===== src/rtl/pwlc_pkg.sv =====
// pwlc_pkg: shared widths, constants and beat types of the piecewise linear compressor
// no dependencies; imported by pwlc_dev_unit and piecewise_linear_compressor
`default_nettype none

package pwlc_pkg;

   localparam int TIME_BITS   = 48;
   localparam int VALUE_BITS  = 32;
   localparam int RATIO_BITS  = 16;
   localparam int FRAC_SHIFT  = 16;

   localparam logic [RATIO_BITS-1:0] RATIO_RESET = 16'd3277;

   typedef struct packed {
      logic [TIME_BITS-1:0]         sample_time;
      logic signed [VALUE_BITS-1:0] sample_value;
      logic                         series_end;
   } pwlc_req_type;

   typedef struct packed {
      logic [TIME_BITS-1:0]         kept_time;
      logic signed [VALUE_BITS-1:0] kept_value;
      logic                         item_done;
      logic                         series_done;
   } pwlc_rsp_type;

   typedef struct packed {
      logic done;
      logic brk;
   } pwlc_dev_status_type;

endpackage

`default_nettype wire


===== src/rtl/pwlc_dev_unit.sv =====
// pwlc_dev_unit: iterative cross-multiplied deviation test, one time bit per cycle
// depends on pwlc_pkg
`default_nettype none

module pwlc_dev_unit
   import pwlc_pkg::*;
(
   input  wire logic                         clock,
   input  wire logic                         reset,
   input  wire logic                         start,
   input  wire logic [RATIO_BITS-1:0]        ratio,
   input  wire logic [TIME_BITS-1:0]         anchor_time,
   input  wire logic signed [VALUE_BITS-1:0] anchor_value,
   input  wire logic [TIME_BITS-1:0]         prev_time,
   input  wire logic signed [VALUE_BITS-1:0] prev_value,
   input  wire logic [TIME_BITS-1:0]         cur_time,
   input  wire logic signed [VALUE_BITS-1:0] cur_value,
   output pwlc_dev_status_type               status
);

   localparam int TB    = TIME_BITS;
   localparam int VB    = VALUE_BITS;
   localparam int KW    = VB + RATIO_BITS;
   localparam int RW    = KW + TB;
   localparam int DW    = VB + TB + 3;
   localparam int PADW  = DW + FRAC_SHIFT - RW;
   localparam int CNTW  = $clog2(TB);

   localparam logic [1:0] P_IDLE = 2'd0;
   localparam logic [1:0] P_RUN  = 2'd1;
   localparam logic [1:0] P_ABS  = 2'd2;
   localparam logic [1:0] P_CMP  = 2'd3;

   logic [1:0]          phase_ff, phase_in;
   logic [CNTW-1:0]     cnt_ff, cnt_in;
   logic [TB-1:0]       mdx_ff, mdx_in;
   logic [TB-1:0]       mex_ff, mex_in;
   logic [VB+1:0]       sdcur_ff, sdcur_in;
   logic [VB+1:0]       sdprev_ff, sdprev_in;
   logic [KW-1:0]       k_ff, k_in;
   logic [DW-1:0]       d_ff, d_in;
   logic [RW-1:0]       r_ff, r_in;
   pwlc_dev_status_type status_ff, status_in;

   logic          dx_neg, ex_neg;
   logic [VB:0]   dcur, dprev;
   logic [VB+1:0] dcur_x, dprev_x;
   logic [VB-1:0] amag;
   logic [VB+2:0] term_a, term_b, term;

   // setup: differences, signs and anchor magnitude
   always_comb begin
      dx_neg  = prev_time < anchor_time;
      ex_neg  = cur_time < anchor_time;
      dcur    = {cur_value[VB-1], cur_value} - {anchor_value[VB-1], anchor_value};
      dprev   = {prev_value[VB-1], prev_value} - {anchor_value[VB-1], anchor_value};
      dcur_x  = {dcur[VB], dcur};
      dprev_x = {dprev[VB], dprev};
      amag    = anchor_value[VB-1] ? (~anchor_value + 1'b1) : anchor_value;
   end

   // msb-first shift-add step
   always_comb begin
      term_a = mdx_ff[TB-1] ? {sdcur_ff[VB+1], sdcur_ff} : '0;
      term_b = mex_ff[TB-1] ? {sdprev_ff[VB+1], sdprev_ff} : '0;
      term   = term_a - term_b;
   end

   always_comb begin
      phase_in  = phase_ff;
      cnt_in    = cnt_ff;
      mdx_in    = mdx_ff;
      mex_in    = mex_ff;
      sdcur_in  = sdcur_ff;
      sdprev_in = sdprev_ff;
      k_in      = k_ff;
      d_in      = d_ff;
      r_in      = r_ff;
      status_in = '0;
      case (phase_ff)
         P_IDLE: begin
            if (start) begin
               mdx_in    = dx_neg ? (anchor_time - prev_time) : (prev_time - anchor_time);
               mex_in    = ex_neg ? (anchor_time - cur_time) : (cur_time - anchor_time);
               sdcur_in  = dx_neg ? (~dcur_x + 1'b1) : dcur_x;
               sdprev_in = ex_neg ? (~dprev_x + 1'b1) : dprev_x;
               k_in      = ratio * amag;
               d_in      = '0;
               r_in      = '0;
               cnt_in    = CNTW'(TB - 1);
               phase_in  = P_RUN;
            end
         end
         P_RUN: begin
            d_in   = {d_ff[DW-2:0], 1'b0} + {{(DW-VB-3){term[VB+2]}}, term};
            r_in   = {r_ff[RW-2:0], 1'b0} + (mdx_ff[TB-1] ? {{TB{1'b0}}, k_ff} : '0);
            mdx_in = {mdx_ff[TB-2:0], 1'b0};
            mex_in = {mex_ff[TB-2:0], 1'b0};
            if (cnt_ff == '0) begin
               phase_in = P_ABS;
            end else begin
               cnt_in = cnt_ff - 1'b1;
            end
         end
         P_ABS: begin
            d_in     = d_ff[DW-1] ? (~d_ff + 1'b1) : d_ff;
            phase_in = P_CMP;
         end
         P_CMP: begin
            status_in.done = 1'b1;
            status_in.brk  = {d_ff, {FRAC_SHIFT{1'b0}}} > {{PADW{1'b0}}, r_ff};
            phase_in       = P_IDLE;
         end
         default: begin
            phase_in = P_IDLE;
         end
      endcase
   end

   always_ff @(posedge clock) begin
      if (reset) begin
         phase_ff  <= P_IDLE;
         status_ff <= '0;
      end else begin
         phase_ff  <= phase_in;
         status_ff <= status_in;
      end
      cnt_ff    <= cnt_in;
      mdx_ff    <= mdx_in;
      mex_ff    <= mex_in;
      sdcur_ff  <= sdcur_in;
      sdprev_ff <= sdprev_in;
      k_ff      <= k_in;
      d_ff      <= d_in;
      r_ff      <= r_in;
   end

   assign status = status_ff;

endmodule

`default_nettype wire


===== src/rtl/piecewise_linear_compressor.sv =====
// piecewise_linear_compressor: key-point selector for a time series, top level
// depends on pwlc_pkg and pwlc_dev_unit
//
//   channel  direction  handshake                 beat
//   req      in         req_valid / req_ready     pwlc_req_type
//   rsp      out        rsp_valid / rsp_ready     pwlc_rsp_type
//   csr      in         csr_wr_en                 deviation_ratio, 16 bits
//
// a point that follows two or more points of its series runs the deviation unit, one
// bit of both time differences per cycle, then an absolute value and a compare; a first
// point, or a second that ends its series, skips it and is sent as a result beat
// synchronous active-high reset, no clearing pass; req_ready is high only while idle,
// and a result beat holds in the output register until rsp_ready takes it
`default_nettype none

module piecewise_linear_compressor
   import pwlc_pkg::*;
(
   input  wire logic                  clock,
   input  wire logic                  reset,
   input  wire logic                  req_valid,
   output logic                       req_ready,
   input  wire pwlc_req_type          req_data,
   output logic                       rsp_valid,
   input  wire logic                  rsp_ready,
   output pwlc_rsp_type               rsp_data,
   input  wire logic                  csr_wr_en,
   input  wire logic [RATIO_BITS-1:0] csr_wr_data
);

   localparam logic [1:0] S_IDLE      = 2'd0;
   localparam logic [1:0] S_EVAL      = 2'd1;
   localparam logic [1:0] S_EMIT_PREV = 2'd2;
   localparam logic [1:0] S_EMIT_CUR  = 2'd3;

   localparam logic [1:0] PS_START = 2'd0;
   localparam logic [1:0] PS_ONE   = 2'd1;
   localparam logic [1:0] PS_MORE  = 2'd2;

   logic [1:0]                  state_ff, state_in;
   logic [1:0]                  ps_ff, ps_in;
   logic [RATIO_BITS-1:0]       ratio_ff, ratio_in;
   logic [TIME_BITS-1:0]        anchor_time_ff, anchor_time_in;
   logic signed [VALUE_BITS-1:0] anchor_value_ff, anchor_value_in;
   logic [TIME_BITS-1:0]        prev_time_ff, prev_time_in;
   logic signed [VALUE_BITS-1:0] prev_value_ff, prev_value_in;
   logic [TIME_BITS-1:0]        cur_time_ff, cur_time_in;
   logic signed [VALUE_BITS-1:0] cur_value_ff, cur_value_in;
   logic                        cur_end_ff, cur_end_in;
   logic                        rsp_valid_ff, rsp_valid_in;
   pwlc_rsp_type                rsp_data_ff, rsp_data_in;

   logic                unit_start;
   logic                slot_free;
   pwlc_dev_status_type dev_status;

   pwlc_dev_unit u_dev (
      .clock        (clock),
      .reset        (reset),
      .start        (unit_start),
      .ratio        (ratio_ff),
      .anchor_time  (anchor_time_ff),
      .anchor_value (anchor_value_ff),
      .prev_time    (prev_time_ff),
      .prev_value   (prev_value_ff),
      .cur_time     (req_data.sample_time),
      .cur_value    (req_data.sample_value),
      .status       (dev_status)
   );

   assign req_ready = (state_ff == S_IDLE);
   assign slot_free = !rsp_valid_ff || rsp_ready;

   always_comb begin
      state_in        = state_ff;
      ps_in           = ps_ff;
      ratio_in        = csr_wr_en ? csr_wr_data : ratio_ff;
      anchor_time_in  = anchor_time_ff;
      anchor_value_in = anchor_value_ff;
      prev_time_in    = prev_time_ff;
      prev_value_in   = prev_value_ff;
      cur_time_in     = cur_time_ff;
      cur_value_in    = cur_value_ff;
      cur_end_in      = cur_end_ff;
      rsp_valid_in    = rsp_valid_ff && !rsp_ready;
      rsp_data_in     = rsp_data_ff;
      unit_start      = 1'b0;
      case (state_ff)
         S_IDLE: begin
            if (req_valid) begin
               cur_time_in  = req_data.sample_time;
               cur_value_in = req_data.sample_value;
               cur_end_in   = req_data.series_end;
               if (ps_ff == PS_START) begin
                  anchor_time_in  = req_data.sample_time;
                  anchor_value_in = req_data.sample_value;
                  prev_time_in    = req_data.sample_time;
                  prev_value_in   = req_data.sample_value;
                  ps_in           = req_data.series_end ? PS_START : PS_ONE;
                  state_in        = S_EMIT_CUR;
               end else if (ps_ff == PS_ONE) begin
                  if (req_data.series_end) begin
                     ps_in    = PS_START;
                     state_in = S_EMIT_CUR;
                  end else begin
                     prev_time_in  = req_data.sample_time;
                     prev_value_in = req_data.sample_value;
                     ps_in         = PS_MORE;
                  end
               end else begin
                  unit_start = 1'b1;
                  state_in   = S_EVAL;
               end
            end
         end
         S_EVAL: begin
            if (dev_status.done) begin
               // on a break the old previous point becomes the anchor and is sent from there
               if (dev_status.brk) begin
                  anchor_time_in  = prev_time_ff;
                  anchor_value_in = prev_value_ff;
               end
               prev_time_in  = cur_time_ff;
               prev_value_in = cur_value_ff;
               ps_in         = cur_end_ff ? PS_START : PS_MORE;
               if (dev_status.brk) begin
                  state_in = S_EMIT_PREV;
               end else if (cur_end_ff) begin
                  state_in = S_EMIT_CUR;
               end else begin
                  state_in = S_IDLE;
               end
            end
         end
         S_EMIT_PREV: begin
            if (slot_free) begin
               rsp_valid_in            = 1'b1;
               rsp_data_in.kept_time   = anchor_time_ff;
               rsp_data_in.kept_value  = anchor_value_ff;
               rsp_data_in.item_done   = !cur_end_ff;
               rsp_data_in.series_done = 1'b0;
               state_in                = cur_end_ff ? S_EMIT_CUR : S_IDLE;
            end
         end
         S_EMIT_CUR: begin
            if (slot_free) begin
               rsp_valid_in            = 1'b1;
               rsp_data_in.kept_time   = cur_time_ff;
               rsp_data_in.kept_value  = cur_value_ff;
               rsp_data_in.item_done   = 1'b1;
               rsp_data_in.series_done = cur_end_ff;
               state_in                = S_IDLE;
            end
         end
         default: begin
            state_in = S_IDLE;
         end
      endcase
   end

   always_ff @(posedge clock) begin
      if (reset) begin
         state_ff     <= S_IDLE;
         ps_ff        <= PS_START;
         ratio_ff     <= RATIO_RESET;
         rsp_valid_ff <= 1'b0;
      end else begin
         state_ff     <= state_in;
         ps_ff        <= ps_in;
         ratio_ff     <= ratio_in;
         rsp_valid_ff <= rsp_valid_in;
      end
      anchor_time_ff  <= anchor_time_in;
      anchor_value_ff <= anchor_value_in;
      prev_time_ff    <= prev_time_in;
      prev_value_ff   <= prev_value_in;
      cur_time_ff     <= cur_time_in;
      cur_value_ff    <= cur_value_in;
      cur_end_ff      <= cur_end_in;
      rsp_data_ff     <= rsp_data_in;
   end

   assign rsp_valid = rsp_valid_ff;
   assign rsp_data  = rsp_data_ff;

`ifndef SYNTHESIS
   a_done_in_eval: assert property (@(posedge clock) disable iff (reset)
      dev_status.done |-> state_ff == S_EVAL)
      else $error("deviation result outside evaluation");

   a_first_point_kept: assert property (@(posedge clock) disable iff (reset)
      (req_valid && req_ready && ps_ff == PS_START) |=> state_ff == S_EMIT_CUR)
      else $error("first point of series not sent");

   a_series_done_last: assert property (@(posedge clock) disable iff (reset)
      rsp_valid |-> (!rsp_data.series_done || rsp_data.item_done))
      else $error("series end beat without item end");
`endif

endmodule

`default_nettype wire


===== config.mk =====
export PLATFORM = sky130hd
export DESIGN_NAME = piecewise_linear_compressor
export DESIGN_NICKNAME = d
export VERILOG_FILES = /design/src/rtl/pwlc_pkg.sv /design/src/rtl/pwlc_dev_unit.sv /design/src/rtl/piecewise_linear_compressor.sv
export SDC_FILE = /design/constraint.sdc
export NUM_CORES = 2
export LEC_CHECK = 0
export BUFFER_PORTS_ARGS = -buffer_cell sky130_fd_sc_hd__buf_2
export CORE_ASPECT_RATIO = 2
export CORE_MARGIN = 1
export CORE_UTILIZATION = 55
export DETAILED_ROUTE_END_ITERATION = 8
export GPL_ROUTABILITY_DRIVEN = 0
export PLACE_DENSITY = 0.8
export RECOVER_POWER = 50
export SETUP_SLACK_MARGIN = 0.02
export SLEW_MARGIN = 30
export SYNTH_ARGS = -nofsm -noshare
export SYNTH_HDL_FRONTEND = slang
export SYNTH_HIERARCHICAL = 1
export SYNTH_SLANG_ARGS = --single-unit

===== constraint.sdc =====
create_clock -name clock -period 24.3 [get_ports clock]
set_input_delay 6.075 -clock clock [delete_from_list [all_inputs] [get_ports clock]]
set_output_delay 6.075 -clock clock [all_outputs]
set_load 0.03 [all_outputs]

# Word level (Yosys, flattened, before mapping)
# Index checks and enable logic that the tools add are counted.
# Widths: inputs -> output; s select.
# totals
ff_bits	745
input_bits	102
out_inout_bits	84
wordCells	170
# op_classes
n_addsub	14
n_mul	1
magnitude_cmp	3
n_eq_ne	20
muxes	73
n_bitwise	5
reduce_logical	27
# ops
operator	n
$mux 48	14
$pmux 48 s2	4
$mux 32	10
$pmux 83 s3	1
$pmux 96 s2	1
$sub 48x48->48	4
$mux 83	2
$mux 82	2
$pmux 82 s2	1
$pmux 32 s2	2
$gt 99x96->1	1
$add 96x96->96	1
$lt 48x48->1	2
$mux 96	1
$add 83x1->83 const B	1
$add 83x83->83	1
$not 83->83	1
$mux 35	2
$add 34x1->34 const B	2
$mux 34	2
$not 34->34	2
$sub 32x32->33	2
$mul 16x32->48	1
$mux 2	18
other kinds (29)	65

# Longest topological paths before layout
# depth
word_depth	7
mapped_depth	33
depth_no_buf	31

# Modules after synthesis
# The synthesis kept the hierarchy.
# by_module_without_submodules
mod	instances	cells_per_inst	area_each_um2	seq_area_each_um2
pwlc_dev_unit	1	7421	61790.5	12001.5
piecewise_linear_compressor	1	941	13327.8	10119.7

# Worst setup path after synthesis
# Ideal clock, no wire load.
# synth_timing
path_type	input port to flip-flop
from	input req_valid
to	register u_dev.cnt_ff[0] (enable)
setup_ns	0.325
arrival_time_ns	18.052
required_ns	23.975
setup_slack_ns	5.923
stages	5
n_path_buf	0
path_cell_list	nor3b_2 -> and2_1 -> and2_1 -> o21bai_1 -> o21a_1
# synth_between
elab_chain_cells	4
# synth_rtl
element	line	source
start: declaration	piecewise_linear_compressor.sv:21	input wire logic req_valid,
$mux 1	piecewise_linear_compressor.sv:90	if (req_valid) begin
$mux 1	piecewise_linear_compressor.sv:88	case (state_ff)
named net unit_start	piecewise_linear_compressor.sv:53	logic unit_start;
$ne 2x1->1 (no source line)	-	
$reduce_and 3->1 (no source line)	-	
end signal: assignment	pwlc_dev_unit.sv:128	cnt_ff <= cnt_in;
end: declaration	pwlc_dev_unit.sv:35	logic [CNTW-1:0] cnt_ff, cnt_in;
# The timed path passes the listed nets, and every way through them passes these cells.
# A chain may end at the register's enable or synchronous reset.

# Worst setup path in the final report
# layout_timing
from	register u_dev.mdx_ff[47]
to	register u_dev.d_ff[67] (data pin)
# layout_between
elab_chain_cells	4
# layout_rtl
element	line	source
start: declaration	pwlc_dev_unit.sv:36	logic [TB-1:0] mdx_ff, mdx_in;
start signal: assignment	pwlc_dev_unit.sv:129	mdx_ff <= mdx_in;
$mux 35	pwlc_dev_unit.sv:64	term_a = mdx_ff[TB-1] ? {sdcur_ff[VB+1], sdcur_ff} : '0;
$sub 35x35->35	pwlc_dev_unit.sv:66	term = term_a - term_b;
$add 83x83->83	pwlc_dev_unit.sv:95	d_in = {d_ff[DW-2:0], 1'b0} + {{(DW-VB-3){term[VB+2]}}, term};
$pmux 83 s3	pwlc_dev_unit.sv:80	case (phase_ff)
named net u_dev.d_in[67]	pwlc_dev_unit.sv:41	logic [DW-1:0] d_ff, d_in;
end signal: assignment	pwlc_dev_unit.sv:134	d_ff <= d_in;
end: declaration	pwlc_dev_unit.sv:41	
# The timed path passes the listed nets, and every way through them passes these cells.

==> qor.yml <==
floorplanning:
  die-area_mm2: 0.138
  die_y_um: 525
  die_width_um: 263
  core_area_mm2: 0.136
  initial_core_util_pct: 55.4
  io_pins: 186
  row_count: 191
placement:
  postPlaceCellArea_mm2: 0.0773
  portBuffers: 185
  dp_slack_ns: 13.70
  dp_hpwl_um: 179000
  placed_cells: 9954
yosys:
  synthTopCellsByArea: "edfxtp_1 29%, fa_1 11%, ha_1 10%, nand2_1 5.7%, inv_1 4.1%"
  synthArstFlopShare_pct: 0
  yosysTopAreaCell: "edfxtp_1"
  syn_area_mm2: 0.0751
  yosys_most_used_dff: "edfxtp_1"
  synth.most_common_cell: "nand2_1"
  ys_seq_area_share_pct: 29.4
  syn_avg_cell_area_um2: 8.98
  synthCells: 8362
  synth_cell_types: 100
  yosysWarningCount: 6
  synth_commonest_cells: "1139 x nand2_1, 825 x inv_1, 720 x edfxtp_1"
  synth-seq-cells: 745
  syn_nets: 9517
  synth_top_area_share_pct: 28.8
  synth-edff-count: 720
critical_path:
  crit_family: "compound AO/OA/AOI/OAI gates"
  worstPathBufferInverterCount: 2
  cpMaxStageDelayCell: "clkbuf_1"
  arrival_ns: 11.39
  worstPathRequired_ns: 24.72
  cp-end-kind: "flip-flop"
  critPathKind: "flip-flop to flip-flop"
  cp-start-kind: "flip-flop"
  cp_max_fo: 82
  max_stage_delay_ns: 1.92
clock_network:
  cts_tree: "yes"
  cts_resized: 0
  postCtsSetupBuffers: 0
  cts_buffers: 74
  clock_path_buffers: 3
  clock-sinks: 745
  cts_root_buffer: "clkbuf_16"
  clkLatencyLatePin_ns: 0.73
  postCtsHoldBufs: 0
  cts_max_level: 3
  clk_pin_slew_ns: 0.08
timing:
  setup_ws_ns: 13.33
  finalSetupViolCount: 0
  hold_violations: 0
  fin_skew_ns: 0.0557
  finalMaxSlewViolations: 1005
  relSlewSlack_pct: -149
  setup_tns_ns: 0
  period_minus_slack_ns: 10.97
  worstMarginPinSlew_ns: 3.74
  fmax_mhz: 91.2
  rsz0062_at_grt: "false"
  min_period_over_period_pct: 45.1
drt:
  firstDrtPassIters: 9
  wl_per_cell_um: 24.0
  drt-total-wl_um: 243000
  drcViolationCount: 5
  viasPerCell: 6.49
  routed-via-count: 65600
  antenna_left: 0
  drt_iter0_drc: 6277
grt:
  grt-ovfl-total: 0
  grt_max_degree: 83
  grt_pass1_vias: 67400
  grt_pass1_wl_um: 371000
  grt_use_total_pct: 34.6
  antenna_found_initial: 12
status:
  status: "finished with violations"
  failed_checks: "design-rule violations, max-capacitance violations, max-slew violations"
flow_run:
  cap_viol_max_count: 23
final_layout:
  drive_gt1_share_pct: 6.02
  area_growth_pct: 6.03
  stdcell_count: 10100
  nNetsFinal: 9449
  fin_area_mm2: 0.0797
hold_path:
  hp-class: "flip-flop to flip-flop"
## cell families after synthesis
family                     share of synthesized area, %
AOI/OAI and AO/OA                                  16.3
xor gates and xnor gates                           6.01
adders and majority gates                          21.8
buffers and inverters                              6.41
DFF                                                29.4
muxes                                              2.36
and+or+nand+nor                                    17.7
## metrics by stage
stage	util [%]	hold WS, ns
after floorplan	-	0.498
after global placement	57.0	0.457
after detailed placement	57.0	0.469
after CTS	58.9	0.488
after global routing	58.8	0.514
final	58.8	0.489
## routing by layer
layer / vias up / track usage (%) / part of all wire, % / wire length, um
met5: - / 0 / 0.026 / 63
met1: 31200 / 33.2 / 32 / 76400
met2: 3798 / 59.5 / 49 / 118000
li1: 29000 / - / - / -
met3: 1512 / 8.05 / 8.0 / 19300
met4: 10 / 35.0 / 12 / 29000
## flip-flops by register name, summed over array words and instances, names as in the netlist, 2 cells and up
| register | flops |
|---|---|
| u_dev/r_ff | 96 |
| ratio_ff | 16 |
| u_dev/cnt_ff | 6 |
| u_dev/phase_ff | 2 |
| anchor_value_ff | 32 |
| cur_time_ff | 48 |
| u_dev/d_ff | 83 |
| anchor_time_ff | 48 |
| u_dev/mex_ff | 48 |
| u_dev/k_ff | 48 |
| rsp_data | 82 |
| state_ff | 2 |
| ps_ff | 2 |
| u_dev/mdx_ff | 48 |
| cur_value_ff | 32 |
| prev_time_ff | 48 |
| prev_value_ff | 32 |
| u_dev/sdcur_ff | 34 |
| u_dev/status | 2 |
| u_dev/sdprev_ff | 34 |
## final cells by class
class,instances,area (um2)
inverter,826,3100
tap,1737,2170
clock buffer,82,1900
multi-input combinational,6385,48400
antenna,11,27.5
timing repair buffer,262,1350
sequential,745,22100
fill,11300,55900
clock inverter,56,603
## layout by cell type (no fill, tap or decap), types with 23 or more instances in the layout
cell type	count
nand3_1	108
mux2_2	108
nand2_1	1139
xor2_1	182
nor3_1	116
a21boi_0	23
xnor2_1	321
a31oi_1	68
and3_1	49
nor4_1	66
or3_1	45
a21o_1	286
buf_2	103
and2_1	330
buf_4	54
a22oi_1	37
clkbuf_1	110
or4_1	31
o21ai_0	368
a211oi_1	55
ha_1	626
nor2b_1	102
nand4_1	139
o31ai_1	56
nand2b_1	51
mux2i_1	40
o211ai_1	38
a21oi_1	601
nor2_1	420
o21a_1	49
fa_1	427
clkbuf_16	75
o22ai_1	47
o21bai_1	66
inv_1	824
edfxtp_1	720
## tightest hold or removal path, stage by stage (launching register included)
cell     delay, ns
dfxtp_1       0.34
mux2i_1       0.07
nand2_1       0.06
## path summary, 6_finish.rpt
check,from,endpoint,slack (ns),cells past startpoint
min reg2reg,ratio_ff[6],ratio_ff[6],0.49,2
max reg2reg,u_dev/mdx_ff[47],u_dev/d_ff[67],13.33,25
max,u_dev/mdx_ff[47],u_dev/d_ff[67],13.33,25
min,ratio_ff[6],ratio_ff[6],0.49,2
Power is not shown: default switching activity piles up to over one toggle a cycle in this logic, so the estimate is an artifact.
